**config.mk**
```make
export PLATFORM = sky130hd
export DESIGN_NAME = generational_handle_table
export DESIGN_NICKNAME = d
export VERILOG_FILES = /design/src/ght_pkg.sv /design/src/generational_handle_table.sv /design/src/ght_ram.sv /design/src/ght_ctrl.sv /design/src/ght_dp.sv
export SDC_FILE = /design/constraint.sdc
export NUM_CORES = 2
export LEC_CHECK = 0
export BUFFER_PORTS_ARGS = -buffer_cell sky130_fd_sc_hd__buf_2
export CAP_MARGIN = 20
export CORE_MARGIN = 2
export CORE_UTILIZATION = 55
export CTS_CLUSTER_SIZE = 24
export DETAILED_ROUTE_END_ITERATION = 7
export PLACE_DENSITY = 0.77
export SYNTH_ARGS = -nofsm -noshare
export SYNTH_HDL_FRONTEND = slang
export SYNTH_SLANG_ARGS = --single-unit
```
**constraint.sdc**
```tcl
create_clock -name clk_i -period 14.8 [get_ports clk_i]
set_clock_uncertainty 0.15 [all_clocks]
set_input_delay 0.74 -clock clk_i [delete_from_list [all_inputs] [get_ports clk_i]]
set_output_delay 0.74 -clock clk_i [all_outputs]
set_load 0.02 [all_outputs]
```
**src/ght_pkg.sv**
```systemverilog
`timescale 1ns / 1ps
`default_nettype none
// ----------------------------------------------------------------------------
// ght_pkg
// shared types and constants of the generational handle table
// ----------------------------------------------------------------------------
package ght_pkg;

  localparam int SLOTS_DEF = 64;
  localparam int OP_W      = 2;
  localparam int WORD_W    = 32;
  localparam int HANDLE_W  = 31;
  localparam int CTX_W     = 32;
  localparam int GEN_W     = 15;
  localparam int LOW_W     = 16;
  localparam int SLOT_W    = 6;
  localparam int STATUS_W  = 2;
  localparam int GROUP_MAX = 32;

  localparam logic [GEN_W-1:0] GEN_LIMIT = '1;
  localparam logic [GEN_W-1:0] GEN_FIRST = GEN_W'(1);

  typedef enum logic [OP_W-1:0] {
    OP_ALLOC  = 2'd0,
    OP_FREE   = 2'd1,
    OP_LOOKUP = 2'd2,
    OP_RSVD   = 2'd3
  } ght_op_e;

  typedef enum logic [STATUS_W-1:0] {
    ST_OK       = 2'd0,
    ST_RANGE    = 2'd1,
    ST_MISMATCH = 2'd2,
    ST_FULL     = 2'd3
  } ght_status_e;

  typedef enum logic {
    FSM_IDLE = 1'b0,
    FSM_EXEC = 1'b1
  } ght_state_e;

  typedef struct packed {
    logic load;
    logic commit;
  } ght_cmd_t;

  typedef struct packed {
    logic out_free;
  } ght_sts_t;

endpackage
`default_nettype wire

```
**src/generational_handle_table.sv**
```systemverilog
`timescale 1ns / 1ps
`default_nettype none
// ----------------------------------------------------------------------------
// generational_handle_table
// slot table that allocates, frees and looks up generation-tagged handles
//
//   channel  direction  handshake              payload
//   in       input      in_valid_i/in_stall_o  op_i, handle_i, context_req_i
//   out      output     out_valid_o/out_stall_i status_o, new_handle_o, slot_o,
//                                              context_out_o
//
// per word, the accept cycle issues the slot store read, and the commit
// cycle checks the handle, updates the table and loads the output register;
// the commit cycle works on the registered read of the slot store
// reset clears the used bits, the generation and the control state at once
// one finished word may wait in the output register while the next is taken;
// the commit cycle waits until that register is free
// ----------------------------------------------------------------------------
module generational_handle_table #(
  parameter int SLOTS = ght_pkg::SLOTS_DEF
) (
  input  wire logic                          clk_i,
  input  wire logic                          rst_ni,
  input  wire logic                          in_valid_i,
  output      logic                          in_stall_o,
  input  wire logic [ght_pkg::OP_W-1:0]      op_i,
  input  wire logic [ght_pkg::WORD_W-1:0]    handle_i,
  input  wire logic [ght_pkg::CTX_W-1:0]     context_req_i,
  output      logic                          out_valid_o,
  input  wire logic                          out_stall_i,
  output      logic [ght_pkg::STATUS_W-1:0]  status_o,
  output      logic [ght_pkg::HANDLE_W-1:0]  new_handle_o,
  output      logic [ght_pkg::SLOT_W-1:0]    slot_o,
  output      logic [ght_pkg::CTX_W-1:0]     context_out_o
);
  import ght_pkg::*;

  ght_cmd_t cmd;
  ght_sts_t sts;

  ght_ctrl u_ctrl (
    .clk_i      (clk_i),
    .rst_ni     (rst_ni),
    .in_valid_i (in_valid_i),
    .in_stall_o (in_stall_o),
    .sts_i      (sts),
    .cmd_o      (cmd)
  );

  ght_dp #(
    .SLOTS (SLOTS)
  ) u_dp (
    .clk_i         (clk_i),
    .rst_ni        (rst_ni),
    .cmd_i         (cmd),
    .sts_o         (sts),
    .op_i          (op_i),
    .handle_i      (handle_i),
    .context_req_i (context_req_i),
    .out_valid_o   (out_valid_o),
    .out_stall_i   (out_stall_i),
    .status_o      (status_o),
    .new_handle_o  (new_handle_o),
    .slot_o        (slot_o),
    .context_out_o (context_out_o)
  );

endmodule
`default_nettype wire

```
**src/ght_ram.sv**
```systemverilog
`timescale 1ns / 1ps
`default_nettype none
// ----------------------------------------------------------------------------
// ght_ram
// simple dual-port ram, one write port, one registered read port
// ----------------------------------------------------------------------------
module ght_ram #(
  parameter int WIDTH = 8,
  parameter int DEPTH = 64
) (
  input  wire logic                     clk_i,
  input  wire logic                     we_i,
  input  wire logic [$clog2(DEPTH)-1:0] waddr_i,
  input  wire logic [WIDTH-1:0]         wdata_i,
  input  wire logic [$clog2(DEPTH)-1:0] raddr_i,
  output      logic [WIDTH-1:0]         rdata_o
);

  logic [WIDTH-1:0] mem_q [DEPTH];
  logic [WIDTH-1:0] rdata_q;

  always_ff @(posedge clk_i) begin
    if (we_i) begin
      mem_q[waddr_i] <= wdata_i;
    end
    rdata_q <= mem_q[raddr_i];
  end

  assign rdata_o = rdata_q;

endmodule
`default_nettype wire

```
**src/ght_ctrl.sv**
```systemverilog
`timescale 1ns / 1ps
`default_nettype none
// ----------------------------------------------------------------------------
// ght_ctrl
// sequencer: takes a word, then commits it once the output register is free
// ----------------------------------------------------------------------------
module ght_ctrl (
  input  wire logic              clk_i,
  input  wire logic              rst_ni,
  input  wire logic              in_valid_i,
  output      logic              in_stall_o,
  input  wire ght_pkg::ght_sts_t sts_i,
  output      ght_pkg::ght_cmd_t cmd_o
);
  import ght_pkg::*;

  ght_state_e state_q;
  ght_state_e state_d;

  always_ff @(posedge clk_i or negedge rst_ni) begin
    if (!rst_ni) begin
      state_q <= FSM_IDLE;
    end else begin
      state_q <= state_d;
    end
  end

  always_comb begin
    state_d    = state_q;
    in_stall_o = 1'b1;
    cmd_o      = '0;
    case (state_q)
      FSM_IDLE: begin
        in_stall_o = 1'b0;
        cmd_o.load = in_valid_i;
        if (in_valid_i) begin
          state_d = FSM_EXEC;
        end
      end
      FSM_EXEC: begin
        cmd_o.commit = sts_i.out_free;
        if (sts_i.out_free) begin
          state_d = FSM_IDLE;
        end
      end
      default: begin
        state_d = FSM_IDLE;
      end
    endcase
  end

endmodule
`default_nettype wire

```
**src/ght_dp.sv**
```systemverilog
`timescale 1ns / 1ps
`default_nettype none
// ----------------------------------------------------------------------------
// ght_dp
// datapath: slot store, used bits, free-slot search, checks, output register
// ----------------------------------------------------------------------------
module ght_dp #(
  parameter int SLOTS = ght_pkg::SLOTS_DEF
) (
  input  wire logic                          clk_i,
  input  wire logic                          rst_ni,
  input  wire ght_pkg::ght_cmd_t             cmd_i,
  output      ght_pkg::ght_sts_t             sts_o,
  input  wire logic [ght_pkg::OP_W-1:0]      op_i,
  input  wire logic [ght_pkg::WORD_W-1:0]    handle_i,
  input  wire logic [ght_pkg::CTX_W-1:0]     context_req_i,
  output      logic                          out_valid_o,
  input  wire logic                          out_stall_i,
  output      logic [ght_pkg::STATUS_W-1:0]  status_o,
  output      logic [ght_pkg::HANDLE_W-1:0]  new_handle_o,
  output      logic [ght_pkg::SLOT_W-1:0]    slot_o,
  output      logic [ght_pkg::CTX_W-1:0]     context_out_o
);
  import ght_pkg::*;

  localparam int IDX_W   = $clog2(SLOTS);
  localparam int GRP_W   = (SLOTS < GROUP_MAX) ? SLOTS : GROUP_MAX;
  localparam int NGRP    = (SLOTS + GRP_W - 1) / GRP_W;
  localparam int PAD_W   = NGRP * GRP_W;
  localparam int GIDX_W  = (NGRP > 1) ? $clog2(NGRP) : 1;
  localparam int OFF_W   = $clog2(GRP_W);
  localparam int ENTRY_W = CTX_W + HANDLE_W;
  localparam logic [LOW_W:0] SLOTS_L = (LOW_W + 1)'(SLOTS);

  // item registers
  ght_op_e             op_q;
  logic [WORD_W-1:0]   handle_q;
  logic [CTX_W-1:0]    ctx_q;
  logic [GIDX_W-1:0]   grp_q;
  logic                grp_found_q;
  logic [GEN_W-1:0]    gen_q;
  logic [SLOTS-1:0]    used_q;

  // output register
  logic                out_valid_q;
  ght_status_e         status_q;
  logic [HANDLE_W-1:0] new_handle_q;
  logic [SLOT_W-1:0]   slot_q;
  logic [CTX_W-1:0]    ctx_out_q;

  logic [PAD_W-1:0]    used_pad;
  logic [NGRP-1:0]     grp_free;
  logic [GIDX_W-1:0]   grp_d;
  logic [GRP_W-1:0]    grp_bits;
  logic [OFF_W-1:0]    off;
  logic [IDX_W-1:0]    alloc_idx;
  logic [GEN_W-1:0]    gen_inc;
  logic [GEN_W-1:0]    gen_next;
  logic [HANDLE_W-1:0] alloc_handle;

  logic [LOW_W-1:0]    low_in;
  logic [LOW_W-1:0]    low_q;
  logic [LOW_W-1:0]    dec_in;
  logic [LOW_W-1:0]    dec_q;
  logic [IDX_W-1:0]    rd_idx;
  logic [IDX_W-1:0]    dec_idx;
  logic                in_range;
  logic                match;

  logic                ram_we;
  logic [ENTRY_W-1:0]  ram_wdata;
  logic [ENTRY_W-1:0]  ram_rdata;
  logic [HANDLE_W-1:0] stored_handle;
  logic [CTX_W-1:0]    stored_ctx;

  logic                used_set;
  logic                used_clr;
  logic                gen_adv;
  ght_status_e         res_status;
  logic [HANDLE_W-1:0] res_handle;
  logic [SLOT_W-1:0]   res_slot;
  logic [CTX_W-1:0]    res_ctx;

  // lowest group with a free slot, registered at load
  always_comb begin
    used_pad = '1;
    used_pad[SLOTS-1:0] = used_q;
    grp_d = '0;
    for (int g = 0; g < NGRP; g++) begin
      grp_free[g] = ~&used_pad[g*GRP_W +: GRP_W];
    end
    for (int g = NGRP - 1; g >= 0; g--) begin
      if (grp_free[g]) begin
        grp_d = GIDX_W'(g);
      end
    end
  end

  // lowest free slot inside the chosen group
  always_comb begin
    grp_bits = used_pad[32'(grp_q) * GRP_W +: GRP_W];
    off = '0;
    for (int b = GRP_W - 1; b >= 0; b--) begin
      if (!grp_bits[b]) begin
        off = OFF_W'(b);
      end
    end
    alloc_idx = IDX_W'(32'(grp_q) * GRP_W + 32'(off));
  end

  always_comb begin
    gen_inc      = gen_q + GEN_W'(1);
    gen_next     = (gen_inc == GEN_LIMIT) ? GEN_FIRST : gen_inc;
    alloc_handle = {gen_next, LOW_W'(alloc_idx) + LOW_W'(1)};
  end

  // handle decode
  assign low_in   = handle_i[LOW_W-1:0];
  assign low_q    = handle_q[LOW_W-1:0];
  assign dec_in   = low_in - LOW_W'(1);
  assign dec_q    = low_q - LOW_W'(1);
  assign rd_idx   = cmd_i.load ? dec_in[IDX_W-1:0] : dec_q[IDX_W-1:0];
  assign dec_idx  = dec_q[IDX_W-1:0];
  assign in_range = (low_q != '0) && ({1'b0, low_q} <= SLOTS_L);

  assign stored_handle = ram_rdata[HANDLE_W-1:0];
  assign stored_ctx    = ram_rdata[ENTRY_W-1:HANDLE_W];
  assign match = used_q[dec_idx] && !handle_q[WORD_W-1]
                 && (stored_handle == handle_q[HANDLE_W-1:0]);

  // result and state updates of one committed word
  always_comb begin
    res_status = ST_RANGE;
    res_handle = '0;
    res_slot   = '0;
    res_ctx    = '0;
    used_set   = 1'b0;
    used_clr   = 1'b0;
    gen_adv    = 1'b0;
    case (op_q)
      OP_ALLOC: begin
        if (grp_found_q) begin
          res_status = ST_OK;
          res_handle = alloc_handle;
          res_slot   = SLOT_W'(alloc_idx);
          used_set   = 1'b1;
          gen_adv    = 1'b1;
        end else begin
          res_status = ST_FULL;
        end
      end
      OP_FREE, OP_LOOKUP: begin
        if (in_range) begin
          res_slot = dec_q[SLOT_W-1:0];
          if (!match) begin
            res_status = ST_MISMATCH;
          end else begin
            res_status = ST_OK;
            if (op_q == OP_FREE) begin
              used_clr = 1'b1;
            end else begin
              res_ctx = stored_ctx;
            end
          end
        end
      end
      default: begin
        res_status = ST_RANGE;
      end
    endcase
  end

  assign ram_we    = cmd_i.commit && used_set;
  assign ram_wdata = {ctx_q, alloc_handle};

  ght_ram #(
    .WIDTH (ENTRY_W),
    .DEPTH (SLOTS)
  ) u_store (
    .clk_i   (clk_i),
    .we_i    (ram_we),
    .waddr_i (alloc_idx),
    .wdata_i (ram_wdata),
    .raddr_i (rd_idx),
    .rdata_o (ram_rdata)
  );

  // item capture
  always_ff @(posedge clk_i) begin
    if (cmd_i.load) begin
      op_q        <= ght_op_e'(op_i);
      handle_q    <= handle_i;
      ctx_q       <= context_req_i;
      grp_q       <= grp_d;
      grp_found_q <= |grp_free;
    end
  end

  // table state
  always_ff @(posedge clk_i or negedge rst_ni) begin
    if (!rst_ni) begin
      used_q <= '0;
      gen_q  <= '0;
    end else if (cmd_i.commit) begin
      if (used_set) begin
        used_q[alloc_idx] <= 1'b1;
      end
      if (used_clr) begin
        used_q[dec_idx] <= 1'b0;
      end
      if (gen_adv) begin
        gen_q <= gen_next;
      end
    end
  end

  // output register
  always_ff @(posedge clk_i or negedge rst_ni) begin
    if (!rst_ni) begin
      out_valid_q <= 1'b0;
    end else if (cmd_i.commit) begin
      out_valid_q <= 1'b1;
    end else if (!out_stall_i) begin
      out_valid_q <= 1'b0;
    end
  end

  always_ff @(posedge clk_i) begin
    if (cmd_i.commit) begin
      status_q     <= res_status;
      new_handle_q <= res_handle;
      slot_q       <= res_slot;
      ctx_out_q    <= res_ctx;
    end
  end

  assign sts_o.out_free = !out_valid_q || !out_stall_i;
  assign out_valid_o    = out_valid_q;
  assign status_o       = status_q;
  assign new_handle_o   = new_handle_q;
  assign slot_o         = slot_q;
  assign context_out_o  = ctx_out_q;

endmodule
`default_nettype wire

```
# Word-level counts from Yosys, hierarchy flattened
# Memories as Yosys holds them, arrays and structs flattened. A register that Yosys moved wholly into a read port is not among the register bits.
# Index checks and enable logic that the tools add are counted.
# W data, S select, Z words.
word_totals:
  out_inout_bits: 73
  wordCells: 126
  ramBits: 3456
  inputBits: 70
  ff_bits: 283
  n_memories: 1
op_classes:
  n_eq_ne: 5
  n_addsub: 5
  reduce_logical: 21
  shifts: 1
  mux: 67
  n_bitwise: 7
  order_cmp: 5
memory_table:
  columns: ["name", "words", "word_bits", "read_ports", "rd_ports_with_merged_regs", "wr", "line_no", "rtl"]
  rows:
  - ["u_dp.u_store.mem_q", 64, 54, 1, 1, 1, "ght_ram.sv:19", "logic [WIDTH-1:0] mem_q [DEPTH];"]
op_table:
  columns: ["cell", "n"]
  rows:
  - ["$mux W64", 3]
  - ["$mux W5", 32]
  - ["$and A64 B64 Y64", 1]
  - ["$not A64 Y64", 1]
  - ["$or A64 B64 Y64", 1]
  - ["$reduce_and A32 Y1", 2]
  - ["$shiftx A64 B7 Y32", 1]
  - ["$eq A31 B31 Y1", 1]
  - ["$mux W1", 19]
  - ["$mux W6", 3]
  - ["$le A16 B7 Y1 const B", 1]
  - ["$reduce_bool A16 Y1", 1]
  - ["$add A15 B1 Y15 const B", 1]
  - ["$eq A15 B15 Y1 const B", 1]
  - ["$mux W15", 1]
  - ["$lt A6 B7 Y1 const B", 2]
  - ["$demux W1 S6", 2]
  - ["$ge A6 B1 Y1 const B", 2]
  - ["$pmux W6 S2", 1]
  - ["$sub A6 B1 Y6 const B", 2]
  - ["$add A6 B1 Y7 const B", 1]
  - ["$add A6 B5 Y6", 1]
  - ["$bmux W1 S6", 1]
  - ["$logic_and A1 B1 Y1", 6]
  - ["13 further kinds", 24]

# Longest topological paths before layout
logic_depth:
  depth_word: 43
  ltp_mapped: 14
  ltp_nobuf: 10

# Modules after synthesis
# Synthesis repeated with hierarchy kept, for this count alone.
unflattened:
  hier_cells: 7593
  area_unflattened_um2: 164660.4
modules_own_cells:
  columns: ["mod", "area_each_um2", "n_inst", "seq_area_each_um2", "cells_each"]
  rows:
  - ["ght_ram", 153307.0, 1, 122337.3, 6555]
  - ["ght_dp", 11300.8, 1, 5905.7, 1033]
  - ["ght_ctrl", 52.6, 1, 25.0, 5]

# Worst setup path after synthesis
# OpenSTA, ideal clock, no wires.
synth_timing:
  kind: "input port to flip-flop"
  start: "in out_stall_i"
  end: "mem u_dp.u_store.mem_q[17][0] in the netlist's numbering, enable pin"
  arrival_ns: 8.953
  path_stages: 5
  path_buffers: 0
  setup_time_ns: 0.535
  t_required_ns: 14.115
  setup_slack_ns: 5.163
  cell_sequence: "a21boi_1 > nand3_1 > nor2_1 > nand3_1 > nor3_1"
synth_between:
  elab_chain_len: 6
synth_lines:
  columns: ["item", "line_no", "rtl"]
  rows:
  - ["start: declaration", "generational_handle_table.sv:30", "input wire logic out_stall_i,"]
  - ["$logic_not A1 Y1", null, null]
  - ["$logic_or A1 B1 Y1", "ght_dp.sv:237", "assign sts_o.out_free = !out_valid_q || !out_stall_i;"]
  - ["$mux W1", "ght_ctrl.sv:32", "case (state_q)"]
  - ["$logic_and A1 B1 Y1", "ght_dp.sv:173", "assign ram_we = cmd_i.commit && used_set;"]
  - ["$mux W1", "ght_ram.sv:23", "if (we_i) begin"]
  - ["$mux W1 (not written as such)", "ght_ram.sv:24", "mem_q[waddr_i] <= wdata_i;"]
  - ["end: declaration", "ght_ram.sv:19", null]
# No other way between the ends.

# Worst setup path after layout
layout_timing:
  start: "reg u_dp.handle_q[0]"
  end: "reg u_dp.u_store.rdata_q[52], in the netlist u_dp.u_store.rdata_o[52] (read register of u_dp.u_store.mem_q)"
layout_between:
  elab_chain_len: 2
layout_lines:
  columns: ["item", "line_no", "rtl"]
  rows:
  - ["start: declaration", "ght_dp.sv:37", "logic [WORD_W-1:0] handle_q;"]
  - ["start signal: assignment", "ght_dp.sv:192", "handle_q <= handle_i;"]
  - ["$sub A6 B1 Y6", "ght_dp.sv:121", "assign dec_q = low_q - LOW_W'(1);"]
  - ["$mux W6", "ght_dp.sv:122", "assign rd_idx = cmd_i.load ? dec_in[IDX_W-1:0] : dec_q[IDX_W-1:0];"]
  - ["end: declaration", "ght_ram.sv:20", "logic [WIDTH-1:0] rdata_q;"]
# No other way between the ends.
# A chain may end at the register's enable or synchronous reset.

==> impl_metrics.toml <==
[outcome]
status = "completed"

[drt]
drtPass1Iterations = 8
wl_per_cell_um = 38.7
wl_um = 425000
drc_errors = 0
drtAntennaViolNets = 0
vias = 78280
dr.first_iter.drc_count = 14994
vias_per_cell = 7.14

[clock_tree]
ctsResizeCount = 0
numCtsBuffers = 373
clock_latency_ps = 990
cts_hold_buf = 69
clk_pin_slew_worst_paths_ps = 60
cts_sinks = 3721
tritoncts = "done"
htreeDepth = 5
cts-root-buf = "clkbuf_16"
clockBufferDepth = 4
postCtsSetupBuffers = 0

[synthesis]
synth_cell_type_count = 91
syn_avg_cell_area_um2 = 20.8
synth_edf_count = 3586
synth_cells = 6852
ys_seq_elements = 3721
synth_top_cell_by_area = "edfxtp_1"
yosysWarnings = 0
synth_area_leaders = "edfxtp_1 75%, mux4_2 14%, dfrtp_1 1.4%"
ys_async_sr_fraction_pct = 2.18
synth_top_area_share_pct = 75.5
ys.flop_type = "edfxtp_1"
yosysSeqAreaShare_pct = 77.7
syn-cell-area_um2 = 143000

[floorplanning]
dieArea_um2 = 263000
rows = 186
io_pins = 143
coreArea_um2 = 257000
die_h_um = 513
initial_core_util_pct = 55.4
die_x_um = 513

[worst_setup_path]
r2r_start = "u_dp.handle_q[0]"
critPathCaptureType = "flip-flop"
startpoint_type = "flip-flop"
crit_buf_inv = 6
max_stage_delay_ps = 880
critPathMaxFanout = 49
crit_top_cell = "buf_4"
critPathRequiredTime_ps = 15510
worst_path_dominant_cell_family = "buffers and inverters"
critPathArrivalTime_ps = 7370
crit_type = "reg2reg"
crit_chain = "buf_4 -> inv_2 -> ha_1 -> mux2i_4 -> buf_4 -> buf_4 -> buf_4 -> buf_4 -> mux4_2 -> a22oi_1 -> nand3_1 -> o221ai_1 -> nor2_1"
reg2reg_to = "u_dp.u_store.rdata_o[52]"
rr_worst_depth = 13
cp_slowest_cell = "buf_4"
r2r_slack_ps = 8140

[sta]
rsz0062_at_grt = "false"
finalWorstSetupSlack_ps = 8140
final-hold-violation-count = 0
setup_tns_ps = 0
fin_crit_sh_pct = 45.0
setup_viol = 0
hold_slack_ps = 67.1
worst_slew_pin_slew_ps = 1320
min_period_ps = 6660
relSlewSlack_pct = 12.0
slew_viol_final = 0
fmax_ghz = 0.150

[grt]
grt_pass1_vias = 76834
grt_max_degree = 154
antenna_found_initial = 16
track_usage_pct = 32.1
grt_pass1_wl_um = 590000
grt_overflow_total = 0

[power]
p_int_mw = 19.5
p_clk_share_pct = 33.3
seq_power_share_pct = 45.6
sw_frac_of_total_pct = 28.9
combPwrFrac_pct = 21.1
p_per_area_nw_per_um2 = 171
irDropWorstVdd_uv = 204
p_leak_nw = 51.9
power.net_switching_mw = 7.93

[cells_and_area]
area.growth.synth_to_final_pct = 12.8
nets = 7378
drive_gt1_share_pct = 24.8
fillers = 16400

[placement]
gp_congestion = 0.922
port_buffers = 133
place_ws_ps = 8100
dp_hpwl_um = 212000

[hold_path]
hold_class = "in2async"

[job]
max_cap_violations = 0
==> layout by cell type, fill, tap and decap left out, types with 19 or more instances in the layout <==
cell type / count
dfxtp_1: 54
buf_4: 230
dlygate4sd3_1: 69
nor3_1: 39
buf_2: 133
nand2_1: 366
a21oi_1: 30
clkbuf_16: 378
nor2_1: 425
inv_1: 19
mux4_2: 869
clkinv_1: 76
a2bb2oi_1: 54
nand4_1: 26
a22oi_1: 214
xor2_1: 26
nand3_1: 150
clkbuf_1: 79
and2_1: 39
clkinv_2: 54
edfxtp_1: 3586
nor2_4: 23
nor3_2: 35
bufinv_16: 27
dfrtp_1: 81
o21ai_0: 23
o221ai_1: 106
==> worst reg2reg max path: stages, from the launching register on <==
cell and delay (ps):
edfxtp_1 320, buf_4 370, inv_2 210, ha_1 720, mux2i_4 450, buf_4 700, buf_4 940, buf_4 770
buf_4 680, mux4_2 630, a22oi_1 280, nand3_1 140, o221ai_1 160, nor2_1 70
==> cell usage after synthesis, types with 10 or more instances <==
master     instances
and3_1            28
clkbuf_1         150
a2bb2oi_1         54
inv_1             20
mux2i_1           18
buf_2            167
nand2b_1          12
edfxtp_1        3586
a22o_1            10
dfxtp_1           54
dfrtp_1           81
a31oi_1           12
nor4_1            13
or3_1             18
a21oi_1           32
xnor2_1           17
xor2_1            27
nand3_1          152
mux4_2           869
nor3_2            11
nand4_1           26
buf_4             14
nor3_1            74
buf_1             53
a22oi_1          214
and2_1            41
nand2_1          367
nor2b_1           18
o221ai_1         106
nand3b_1          14
nor2_1           448
o21ai_0           23
==> power by group through the flow <==
stage	combinational [mW]	clock, mW	sequential, mW
floorplan	3.55	0	12.8
global placement	5.51	0	12.7
detailed placement	5.61	0	12.7
CTS	5.72	9.15	12.5
global route	6.06	9.52	12.5
finish	5.79	9.13	12.5
==> through the flow <==
step                std cells  power (mW)  instance area (um^2)  util, %
finish                  10970        27.4                161000     62.5
floorplan                6860        16.4                143000        -
global placement        10230        18.2                148000     57.7
global route            10966        28.1                161000     62.5
detailed placement      10231        18.3                148000     57.7
CTS                     10957        27.4                161000     62.4
==> sequential cells by signal, summed over array words and instances (netlist names), 2 cells and up <==
signal	count
u_dp.status_o	2
u_dp.slot_o	6
u_dp.new_handle_o	22
u_dp.u_store.rdata_o	54
u_dp.ctx_q	32
u_dp.used_pad	64
u_dp.handle_q	32
u_dp.op_q	2
u_dp.gen_q	15
u_dp.context_out_o	32
u_dp.u_store.mem_q	3456
==> kinds of logic after synthesis <==
group | synth area share (%)
flops | 77.7
compound gates | 2.88
xor+xnor | 0.293
mux | 13.9
fa+ha+maj | 0.0789
other cells | 0.00263
buf+inv | 1.26
simple gates | 3.93
==> area by class of cell <==
type	instances	area, um^2	area share (%)
diodes	5	12.5	0.00778
inverters	23	86.3	0.0537
multi-input cells	2731	30800	19.1
well taps	3384	4230	2.63
clock buffers	468	9910	6.16
clock inverters	189	1650	1.03
flip-flops and latches	3721	111000	68.9
repair buffers	449	3430	2.13
==> metal layers <==
metal  vias to the layer above  global-route usage, %  wire length [um]  share of wire, %
met2                      7382                   50.1            198000                47
met5                         -                      0                98             0.023
met1                     40324                   42.4            141000                33
met3                      1321                   9.24             62800                15
met4                        10                   14.2             22700               5.4
li1                      29243                      -                 -                 -
==> worst max path at each step <==
stage                      from  slack (ps)                        end  cells after the start
2_1_floorplan       out_stall_i        5160  u_dp.u_store.mem_q[17][0]                      5
3_3_place_gp   u_dp.handle_q[0]        8120   u_dp.u_store.rdata_o[52]                     13
3_5_place_dp   u_dp.handle_q[0]        8100   u_dp.u_store.rdata_o[52]                     13
4_1_cts        u_dp.handle_q[0]        8100   u_dp.u_store.rdata_o[52]                     13
5_1_grt        u_dp.handle_q[0]        7680   u_dp.u_store.rdata_o[52]                     13
6_report       u_dp.handle_q[0]        8140   u_dp.u_store.rdata_o[52]                     13
No activity file was read; power rests on OpenSTA's default activity.
